$ cat src/rtl/core/llst_pkg.sv
// Shared types and constants for the least-loaded server table.
// Used by llst_engine and least_loaded_server_table_top; depends on nothing.
`timescale 1ns / 1ps
`default_nettype none

package llst_pkg;

  // Table geometry and register reset value
  localparam int unsigned SlotsDefault = 16;
  localparam logic [7:0] MissedLimitReset = 8'd2;

  // Saturation points of the per-slot counters
  localparam logic [15:0] LoadMax = 16'hFFFF;
  localparam logic [7:0] MissedMax = 8'hFF;

  typedef enum logic [2:0] {
    OP_REGISTER   = 3'd0,
    OP_CLIENT     = 3'd1,
    OP_HEARTBEAT  = 3'd2,
    OP_DISCONNECT = 3'd3,
    OP_TICK       = 3'd4
  } op_e;

  typedef enum logic [1:0] {
    ST_OK        = 2'd0,
    ST_NO_SERVER = 2'd1,
    ST_UNKNOWN   = 2'd2
  } status_e;

  // One request as it enters the engine
  typedef struct packed {
    logic [2:0]  operation;
    logic [3:0]  slot_id;
    logic [31:0] address;
    logic [15:0] port;
  } req_t;

  // One result as it leaves the engine
  typedef struct packed {
    status_e     status;
    logic [3:0]  slot;
    logic [31:0] address;
    logic [15:0] port;
    logic [15:0] load;
  } res_t;

  // Endpoint memory word and counter memory word
  typedef struct packed {
    logic [31:0] address;
    logic [15:0] port;
  } endpoint_t;

  typedef struct packed {
    logic [15:0] load;
    logic [7:0]  missed;
  } counters_t;

endpackage

`default_nettype wire

$ cat src/rtl/core/least_loaded_server_table_top.sv
// Top level of the least-loaded server table: configuration register and output stage.
// Instantiates llst_engine; uses llst_pkg.
`timescale 1ns / 1ps
`default_nettype none

// The table holds SLOTS server slots. Flags live in flops; addresses, ports, client
// counts and missed-tick counts live in two RAMs with registered reads. One transaction
// is processed at a time. Register, disconnect and unknown operations go straight from
// acceptance to the result state; a heartbeat to a valid slot first writes back its
// cleared missed count. A tick reads every counter RAM slot, writing back each valid one,
// one slot per cycle, and then moves to the result state. A client request scans the
// counter RAM the same way, then, if it found a live server, updates the chosen slot and
// reads its endpoint. The sequencer returns to idle as its result moves to the output
// register; a stalled output holds it in the result state. A new transaction is taken
// as soon as the sequencer is idle, even while the previous result waits in the output
// register. The missed-limit register may be written at any time the block is idle;
// its port is always ready. No clearing pass follows reset.
module least_loaded_server_table_top #(
  parameter int unsigned SLOTS = llst_pkg::SlotsDefault
) (
  input  wire logic        clk_i,
  input  wire logic        rst_ni,
  // Request channel
  input  wire logic        in_valid_i,
  output logic             in_stall_o,
  input  wire logic [2:0]  operation_i,
  input  wire logic [3:0]  slot_id_i,
  input  wire logic [31:0] server_address_i,
  input  wire logic [15:0] server_port_i,
  // Result channel
  output logic             out_valid_o,
  input  wire logic        out_stall_i,
  output logic [1:0]       status_o,
  output logic [3:0]       assigned_slot_o,
  output logic [31:0]      assigned_address_o,
  output logic [15:0]      assigned_port_o,
  output logic [15:0]      assigned_load_o,
  // Configuration channel
  input  wire logic        cfg_valid_i,
  output logic             cfg_ready_o,
  input  wire logic [7:0]  cfg_missed_limit_i
);

  logic           req_ready;
  llst_pkg::req_t req;
  logic           res_valid;
  logic           res_ready;
  llst_pkg::res_t res;

  logic [7:0]     missed_limit_q;
  logic           out_valid_q;
  llst_pkg::res_t out_q;

  // Missed-limit register
  assign cfg_ready_o = 1'b1;

  always_ff @(posedge clk_i or negedge rst_ni) begin
    if (!rst_ni) begin
      missed_limit_q <= llst_pkg::MissedLimitReset;
    end else if (cfg_valid_i && cfg_ready_o) begin
      missed_limit_q <= cfg_missed_limit_i;
    end
  end

  // Request bundle
  assign req = '{operation: operation_i, slot_id: slot_id_i,
                 address: server_address_i, port: server_port_i};
  assign in_stall_o = !req_ready;

  llst_engine #(
    .SLOTS(SLOTS)
  ) u_engine (
    .clk_i         (clk_i),
    .rst_ni        (rst_ni),
    .req_valid_i   (in_valid_i),
    .req_ready_o   (req_ready),
    .req_i         (req),
    .missed_limit_i(missed_limit_q),
    .res_valid_o   (res_valid),
    .res_ready_i   (res_ready),
    .res_o         (res)
  );

  // Output register: takes a new result whenever it is empty or being drained
  assign res_ready = !out_valid_q || !out_stall_i;

  always_ff @(posedge clk_i or negedge rst_ni) begin
    if (!rst_ni) begin
      out_valid_q <= 1'b0;
    end else if (res_ready) begin
      out_valid_q <= res_valid;
    end
  end

  always_ff @(posedge clk_i) begin
    if (res_ready && res_valid) begin
      out_q <= res;
    end
  end

  assign out_valid_o        = out_valid_q;
  assign status_o           = out_q.status;
  assign assigned_slot_o    = out_q.slot;
  assign assigned_address_o = out_q.address;
  assign assigned_port_o    = out_q.port;
  assign assigned_load_o    = out_q.load;

endmodule

`default_nettype wire

$ cat src/rtl/core/llst_engine.sv
// Sequencer and slot memories of the least-loaded server table.
// Holds valid/alive flags in flops and endpoints/counters in two RAMs; uses llst_pkg.
`timescale 1ns / 1ps
`default_nettype none

module llst_engine #(
  parameter int unsigned SLOTS = llst_pkg::SlotsDefault
) (
  input  wire logic          clk_i,
  input  wire logic          rst_ni,
  input  wire logic          req_valid_i,
  output logic               req_ready_o,
  input  wire llst_pkg::req_t req_i,
  input  wire logic [7:0]    missed_limit_i,
  output logic               res_valid_o,
  input  wire logic          res_ready_i,
  output llst_pkg::res_t     res_o
);

  localparam int unsigned IdxW = (SLOTS > 1) ? $clog2(SLOTS) : 1;
  localparam logic [IdxW-1:0] Last = IdxW'(SLOTS - 1);

  typedef enum logic [2:0] {
    S_IDLE,
    S_HB,
    S_SCAN,
    S_CL_WR,
    S_CL_RD,
    S_OUT
  } state_e;

  state_e                 state_q;
  logic [IdxW-1:0]        idx_q;
  logic                   tick_q;
  logic                   found_q;
  logic [IdxW-1:0]        best_idx_q;
  llst_pkg::counters_t    best_q;
  logic [SLOTS-1:0]       valid_q;
  logic [SLOTS-1:0]       alive_q;
  llst_pkg::res_t         res_q;

  // Slot memories
  llst_pkg::endpoint_t    mem_a_q [SLOTS];
  llst_pkg::counters_t    mem_b_q [SLOTS];
  llst_pkg::endpoint_t    a_rdata_q;
  llst_pkg::counters_t    b_rdata_q;

  logic                   a_we;
  logic [IdxW-1:0]        a_waddr;
  llst_pkg::endpoint_t    a_wdata;
  logic [IdxW-1:0]        a_raddr;
  logic                   b_we;
  logic [IdxW-1:0]        b_waddr;
  llst_pkg::counters_t    b_wdata;
  logic [IdxW-1:0]        b_raddr;

  logic                   req_fire;
  logic                   in_table;
  logic [IdxW+3:0]        sid_ext;
  logic [IdxW-1:0]        sid_idx;
  logic                   eligible;
  logic                   better;
  logic [7:0]             tick_missed;
  logic [15:0]            inc_load;
  logic [IdxW+3:0]        best_ext;
  llst_pkg::status_e      idle_status;

  // Request decode and per-slot arithmetic
  always_comb begin
    req_fire    = req_valid_i && (state_q == S_IDLE);
    in_table    = 32'(req_i.slot_id) < SLOTS;
    sid_ext     = (IdxW + 4)'(req_i.slot_id);
    sid_idx     = sid_ext[IdxW-1:0];
    eligible    = valid_q[idx_q] && alive_q[idx_q];
    better      = eligible && (!found_q || (b_rdata_q.load < best_q.load));
    tick_missed = (b_rdata_q.missed == llst_pkg::MissedMax) ? llst_pkg::MissedMax
                                                             : b_rdata_q.missed + 8'd1;
    inc_load    = (best_q.load == llst_pkg::LoadMax) ? llst_pkg::LoadMax
                                                     : best_q.load + 16'd1;
    best_ext    = (IdxW + 4)'(best_idx_q);
    // Known operations start with an ok status; the rest are reported as unknown.
    unique case (req_i.operation)
      llst_pkg::OP_REGISTER, llst_pkg::OP_CLIENT, llst_pkg::OP_HEARTBEAT,
      llst_pkg::OP_DISCONNECT, llst_pkg::OP_TICK: idle_status = llst_pkg::ST_OK;
      default: idle_status = llst_pkg::ST_UNKNOWN;
    endcase
  end

  // Memory port control for each sequencer step
  always_comb begin
    a_we    = 1'b0;
    a_waddr = '0;
    a_wdata = '0;
    a_raddr = '0;
    b_we    = 1'b0;
    b_waddr = '0;
    b_wdata = '0;
    b_raddr = '0;
    unique case (state_q)
      S_IDLE: begin
        if (req_fire && in_table &&
            (req_i.operation == llst_pkg::OP_REGISTER)) begin
          a_we    = 1'b1;
          a_waddr = sid_idx;
          a_wdata = '{address: req_i.address, port: req_i.port};
          b_we    = 1'b1;
          b_waddr = sid_idx;
          b_wdata = '0;
        end
        if (req_i.operation == llst_pkg::OP_HEARTBEAT) begin
          b_raddr = sid_idx;
        end
      end
      S_HB: begin
        b_we    = 1'b1;
        b_waddr = idx_q;
        b_wdata = '{load: b_rdata_q.load, missed: 8'd0};
      end
      S_SCAN: begin
        if (idx_q != Last) begin
          b_raddr = IdxW'(idx_q + 1'b1);
        end
        if (tick_q && valid_q[idx_q]) begin
          b_we    = 1'b1;
          b_waddr = idx_q;
          b_wdata = '{load: b_rdata_q.load, missed: tick_missed};
        end
      end
      S_CL_WR: begin
        b_we    = 1'b1;
        b_waddr = best_idx_q;
        b_wdata = '{load: inc_load, missed: best_q.missed};
        a_raddr = best_idx_q;
      end
      S_CL_RD, S_OUT: begin
      end
      default: begin
      end
    endcase
  end

  // Synchronous memories with registered read data
  always_ff @(posedge clk_i) begin
    if (a_we) begin
      mem_a_q[a_waddr] <= a_wdata;
    end
    if (b_we) begin
      mem_b_q[b_waddr] <= b_wdata;
    end
    a_rdata_q <= mem_a_q[a_raddr];
    b_rdata_q <= mem_b_q[b_raddr];
  end

  // Sequencer, slot flags and the pending result
  always_ff @(posedge clk_i or negedge rst_ni) begin
    if (!rst_ni) begin
      state_q    <= S_IDLE;
      idx_q      <= '0;
      tick_q     <= 1'b0;
      found_q    <= 1'b0;
      best_idx_q <= '0;
      best_q     <= '0;
      valid_q    <= '0;
      alive_q    <= '0;
      res_q      <= '0;
    end else begin
      unique case (state_q)
        S_IDLE: begin
          if (req_fire) begin
            res_q   <= '{status: idle_status, slot: '0, address: '0, port: '0, load: '0};
            idx_q   <= '0;
            found_q <= 1'b0;
            state_q <= S_OUT;
            unique case (req_i.operation)
              llst_pkg::OP_REGISTER: begin
                if (in_table) begin
                  valid_q[sid_idx] <= 1'b1;
                  alive_q[sid_idx] <= 1'b1;
                end
              end
              llst_pkg::OP_CLIENT: begin
                tick_q  <= 1'b0;
                state_q <= S_SCAN;
              end
              llst_pkg::OP_HEARTBEAT: begin
                if (in_table && valid_q[sid_idx]) begin
                  alive_q[sid_idx] <= 1'b1;
                  idx_q            <= sid_idx;
                  state_q          <= S_HB;
                end
              end
              llst_pkg::OP_DISCONNECT: begin
                if (in_table) begin
                  valid_q[sid_idx] <= 1'b0;
                  alive_q[sid_idx] <= 1'b0;
                end
              end
              llst_pkg::OP_TICK: begin
                tick_q  <= 1'b1;
                state_q <= S_SCAN;
              end
              default: begin
              end
            endcase
          end
        end
        S_HB: begin
          state_q <= S_OUT;
        end
        S_SCAN: begin
          if (tick_q) begin
            if (valid_q[idx_q] && (tick_missed > missed_limit_i)) begin
              alive_q[idx_q] <= 1'b0;
            end
          end else if (better) begin
            found_q    <= 1'b1;
            best_idx_q <= idx_q;
            best_q     <= b_rdata_q;
          end
          if (idx_q == Last) begin
            if (tick_q) begin
              state_q <= S_OUT;
            end else if (found_q || better) begin
              state_q <= S_CL_WR;
            end else begin
              res_q.status <= llst_pkg::ST_NO_SERVER;
              state_q      <= S_OUT;
            end
          end else begin
            idx_q <= IdxW'(idx_q + 1'b1);
          end
        end
        S_CL_WR: begin
          res_q.status <= llst_pkg::ST_OK;
          res_q.slot   <= best_ext[3:0];
          res_q.load   <= inc_load;
          state_q      <= S_CL_RD;
        end
        S_CL_RD: begin
          res_q.address <= a_rdata_q.address;
          res_q.port    <= a_rdata_q.port;
          state_q       <= S_OUT;
        end
        S_OUT: begin
          if (res_ready_i) begin
            state_q <= S_IDLE;
          end
        end
        default: begin
          state_q <= S_IDLE;
        end
      endcase
    end
  end

  assign req_ready_o = (state_q == S_IDLE);
  assign res_valid_o = (state_q == S_OUT);
  assign res_o       = res_q;

  // Every accepted transaction takes the engine out of the idle state in the following cycle.
  a_busy_after_accept: assert property (@(posedge clk_i) disable iff (!rst_ni)
    req_fire |=> (state_q != S_IDLE))
    else $error("engine returned to idle in the cycle after an accepted transaction");

  // A disconnect of a slot in the table leaves it empty and dead.
  a_disconnect_clears: assert property (@(posedge clk_i) disable iff (!rst_ni)
    (req_fire && in_table && (req_i.operation == llst_pkg::OP_DISCONNECT))
    |=> (!valid_q[$past(sid_idx)] && !alive_q[$past(sid_idx)]))
    else $error("disconnected slot still marked valid or alive");

  // A slot is never alive without being valid.
  a_alive_implies_valid: assert property (@(posedge clk_i) disable iff (!rst_ni)
    ((alive_q & ~valid_q) == '0))
    else $error("slot alive without a valid entry");

  // A result without a server, or of an unknown operation, carries no assignment.
  a_no_server_empty: assert property (@(posedge clk_i) disable iff (!rst_ni)
    (res_valid_o && (res_q.status != llst_pkg::ST_OK))
    |-> ((res_q.slot == '0) && (res_q.address == '0) && (res_q.port == '0) &&
         (res_q.load == '0)))
    else $error("non-ok result carries assignment fields");

  // The scan index stays inside the table.
  a_scan_in_range: assert property (@(posedge clk_i) disable iff (!rst_ni)
    (state_q == S_SCAN) |-> (idx_q <= Last))
    else $error("scan index beyond the last slot");

endmodule

`default_nettype wire

$ cat config.mk
export PLATFORM = sky130hd
export DESIGN_NAME = least_loaded_server_table_top
export DESIGN_NICKNAME = d
export VERILOG_FILES = /design/src/rtl/core/llst_pkg.sv /design/src/rtl/core/least_loaded_server_table_top.sv /design/src/rtl/core/llst_engine.sv
export SDC_FILE = /design/constraint.sdc
export NUM_CORES = 2
export LEC_CHECK = 0
export BUFFER_PORTS_ARGS = -buffer_cell sky130_fd_sc_hd__buf_2
export CAP_MARGIN = 20
export CELL_PAD_IN_SITES_DETAIL_PLACEMENT = 1
export CELL_PAD_IN_SITES_GLOBAL_PLACEMENT = 1
export CORE_MARGIN = 2
export CORE_UTILIZATION = 35
export DETAILED_ROUTE_END_ITERATION = 10
export PLACE_DENSITY_LB_ADDON = 0.1
export SYNTH_ARGS = -nofsm -noshare
export SYNTH_HDL_FRONTEND = slang
export SYNTH_SLANG_ARGS = --single-unit
$ cat constraint.sdc
create_clock -name clk_i -period 17.2 [get_ports clk_i]
set_input_delay 3.44 -clock clk_i [delete_from_list [all_inputs] [get_ports clk_i]]
set_output_delay 3.44 -clock clk_i [all_outputs]
set_load 0.005 [all_outputs]
==> results.cfg <==
[outcome]
outcome = complete, no violations

[global_routing]
grt_start_max_net_pins = 151
antenna_found_initial = 9
overflow = 0
first_global_vias = 35700
grt_usage_pct = 20.0
grt_pass1_wl_mm = 247

[sta]
worst_slack_ns = 10.63
finalHoldViolCount = 0
final.setup.tns_ns = 0
skew_ns = 0.0313
rsz0062_at_grt = no
worstMarginPinSlew_ns = 1.09
drv_slew = 0
min_period_over_period_pct = 38.2
setup_viol = 0
fmax_mhz = 152
min_period_ns = 6.57
maxSlewHeadroom_pct = 27.3

[yosys]
synth_fa_ha_area_share_pct = 0.634
syn-num-nets = 4211
synth_top_family_by_area = simple AND/OR/NAND/NOR gates
synth_mux_area_share_pct = 2.96
synth-xor-area-share_pct = 0.230
synth_compound_area_share_pct = 10.0
ys_top_cells_by_area = edfxtp_1 64%, dfrtp_1 6.4%, nand2_1 4.6%
ys.warnings.count = 0
yosysUniqueCellTypes = 71
synth_edf_count = 1222
postSynth.asyncResetShare_pct = 10.3
synthCells = 4114
yosys.area.top_type = edfxtp_1
synth-seq-cells = 1442
synth.cell_area_sq_um = 57200
ys_seq_area_share_pct = 73.1
synthFlopType = edfxtp_1
synthSimpleGateAreaFrac_pct = 10.7
netlist.area_leader.share_pct = 64.1
synth_area_per_cell_sq_um = 13.9

[pwr]
pwr-share-comb_pct = 11.4
p_sw_share_pct = 26.3
clockPowerShare_pct = 39.4
leakagePower_nw = 23.8
ir_worst_vdd_mv = 0.103
total_power_mw = 8.69
p_sw_mw = 2.29
pwr-share-seq_pct = 49.2
p_int_mw = 6.40
powerDensity_nw_per_um2 = 132

[placed_design]
dp_slack_ns = 9.76
gp_congestion = 0.767
hpwl_mm = 95.5
port_buffers = 139

[setup_path]
startpoint_type = input pin
worstPathCellList = buf_2 -> or4b_4 -> nor4_4 -> buf_4 -> a22o_1 -> o21ai_0 -> a221o_1 -> nor2_4
cp_max_fo = 55
endpoint_kind = flop
crit_slowest_cell = or4b_4
arrival_ns = 6.97
critPathKind = in -> reg
max_stage_delay_ns = 0.84
required_ns = 17.60

[routing]
wl_mm = 169
ant_nets = 0
drtPass1Iterations = 5
vias = 34400
drt_iter0_drc = 2183
wl_per_cell_um = 25.9
drcViolationCount = 0
post_drt_via_cell_ratio = 5.27

[floorplanning]
fp.dieH_um = 408
core_sq_um = 163000
rows = 148
die_area_sq_um = 167000
die-width_um = 408
io_pins = 141
start_util_pct = 35.2

[cts]
cts-resized-gates = 0
clk_latency_ns = 0.78
cts_tree = yes
ctsHoldBuffers = 0
ctsHtreeMaxLevel = 4
cts_buffer_depth = 3
post_cts_buffers = 0
clk_pin_slew_worst_paths_ns = 0.05
cts.sinks = 1442
cts_buffers = 163
root_buffer = clkbuf_16

[cells_and_area]
drive_gt1_share_pct = 13.3
multi_input_comb_area_sq_um = 14400
regArea_sq_um = 41800
fillers = 16600
num-nets-final = 4304
syn_to_final_growth_pct = 14.9

[worst_hold_path]
hold_class = reg -> reg

[run]
drv_cap = 0
-- worst paths after layout --
check                                                     start                                end  slack (ns)  cells after the start
worst max-delay path                                 in_valid_i  u_engine.mem_b_q[7][23]$_DFFE_PP_       10.63                      8
worst max register to register  u_engine.state_q[2]$_DFFE_PN0P_     u_engine.a_rdata_q[19]$_DFF_P_       12.33                     10
max in group asynchronous                                rst_ni     u_engine.res_o[35]$_DFFE_PN0P_       12.86                      2
worst min-delay path             u_engine.a_rdata_q[18]$_DFF_P_     u_engine.res_o[34]$_DFFE_PN0P_        0.41                      2
min in group asynchronous                                rst_ni     u_engine.res_o[58]$_DFFE_PN0P_        2.82                      1
worst min register to register   u_engine.a_rdata_q[18]$_DFF_P_     u_engine.res_o[34]$_DFFE_PN0P_        0.41                      2
-- cells by family after synthesis --
| kind of cell | Yosys count |
|---|---|
| AO/OA/AOI/OAI | 852 |
| buffers and inverters | 321 |
| AND/OR/NAND/NOR | 1331 |
| adder cells (fa/ha/maj) | 29 |
| multiplexers | 123 |
| other | 1 |
| flip-flops | 1442 |
| XOR/XNOR | 15 |
-- metrics by stage --
| step | hold slack, ns | instance area (sq um) | cells | util [%] |
|---|---|---|---|---|
| after global placement | 0.409 | 60400 | 6217 | 37.2 |
| after CTS | 0.420 | 65700 | 6520 | 40.4 |
| after detailed placement | 0.412 | 60400 | 6217 | 37.2 |
| after floorplan | 0.398 | 57200 | 4114 | - |
| after global routing | 0.438 | 65700 | 6520 | 40.4 |
| final | 0.415 | 65700 | 6521 | 40.4 |
-- synth_stat cells, types with 13 or more instances --
cell type,count
o21ai_0,116
inv_1,32
nand2_1,694
ha_1,29
nor2_1,126
a21oi_1,169
nand3_1,72
xnor2_1,13
nor3_1,111
edfxtp_1,1222
dfxtp_1,72
buf_2,37
and2_1,53
a211oi_1,243
a221o_1,26
o31ai_1,18
a311oi_1,96
buf_1,22
nor2b_1,206
mux2i_1,58
mux4_2,34
nand4_1,32
dfrtp_1,147
mux2_2,31
a31oi_1,117
clkbuf_1,221
a21o_1,34
-- state kept, by name, summed over array words and instances (netlist names), 16 cells and up, named ones only --
name                cells
u_engine.a_rdata_q     48
u_engine.best_q        24
u_engine.mem_a_q      768
u_engine.b_rdata_q     24
u_engine.mem_b_q      384
assigned_port_o        16
u_engine.res_o         70
assigned_address_o     32
assigned_load_o        16
-- worst max-delay path, delay by kind of cell --
kind	cells	cell delay [ns]
compound gates	3	0.85
simple gates	3	1.85
buf+inv	2	0.78
-- final cells by class --
class / count / share of cell area (%)
Sequential cell: 1442 / 63.7
Inverter: 32 / 0.183
Clock inverter: 63 / 0.891
Timing Repair Buffer: 217 / 2.06
Tap cell: 2175 / 4.14
Multi-Input combinational cell: 2351 / 21.9
Clock buffer: 240 / 7.13
Antenna cell: 1 / 0.00381
-- placed cells by master (no fill, tap or decap), types with 21 or more instances in the layout --
cell and instances:
dfrtp_1 146, o21ai_0 115, nor2_1 99, nand4_1 32, nand3_1 72, edfxtp_1 1222
mux2_2 31, mux4_2 34, a221o_1 26, a211oi_1 243, buf_2 138, and2_1 52
dfxtp_1 72, ha_1 29, clkbuf_8 22, nor3_1 102, nor2_4 26, clkbuf_1 51
clkinv_2 21, mux2i_1 58, nor2b_1 204, clkbuf_16 168, clkinv_1 22, nand2_1 690
buf_4 73, a31oi_1 117, a311oi_1 96, a21oi_1 168, inv_1 32, a21o_1 34
-- power by group through the flow --
| stage | clock [mW] | combinational (mW) | sequential [mW] |
|---|---|---|---|
| CTS | 3.51 | 1.02 | 4.28 |
| floorplan | 0 | 0.556 | 4.27 |
| global route | 3.64 | 1.09 | 4.30 |
| detailed placement | 0 | 1.01 | 4.35 |
| global placement | 0 | 0.997 | 4.35 |
| finish | 3.43 | 0.990 | 4.27 |
-- layer usage --
metal  global-route usage (%)  routed length (um)
met1                     27.2               77100
met2                     33.9               82600
met3                     2.48                5380
met4                     5.30                3760
met5                        0                   0
Power figures use the tool's default switching activity.
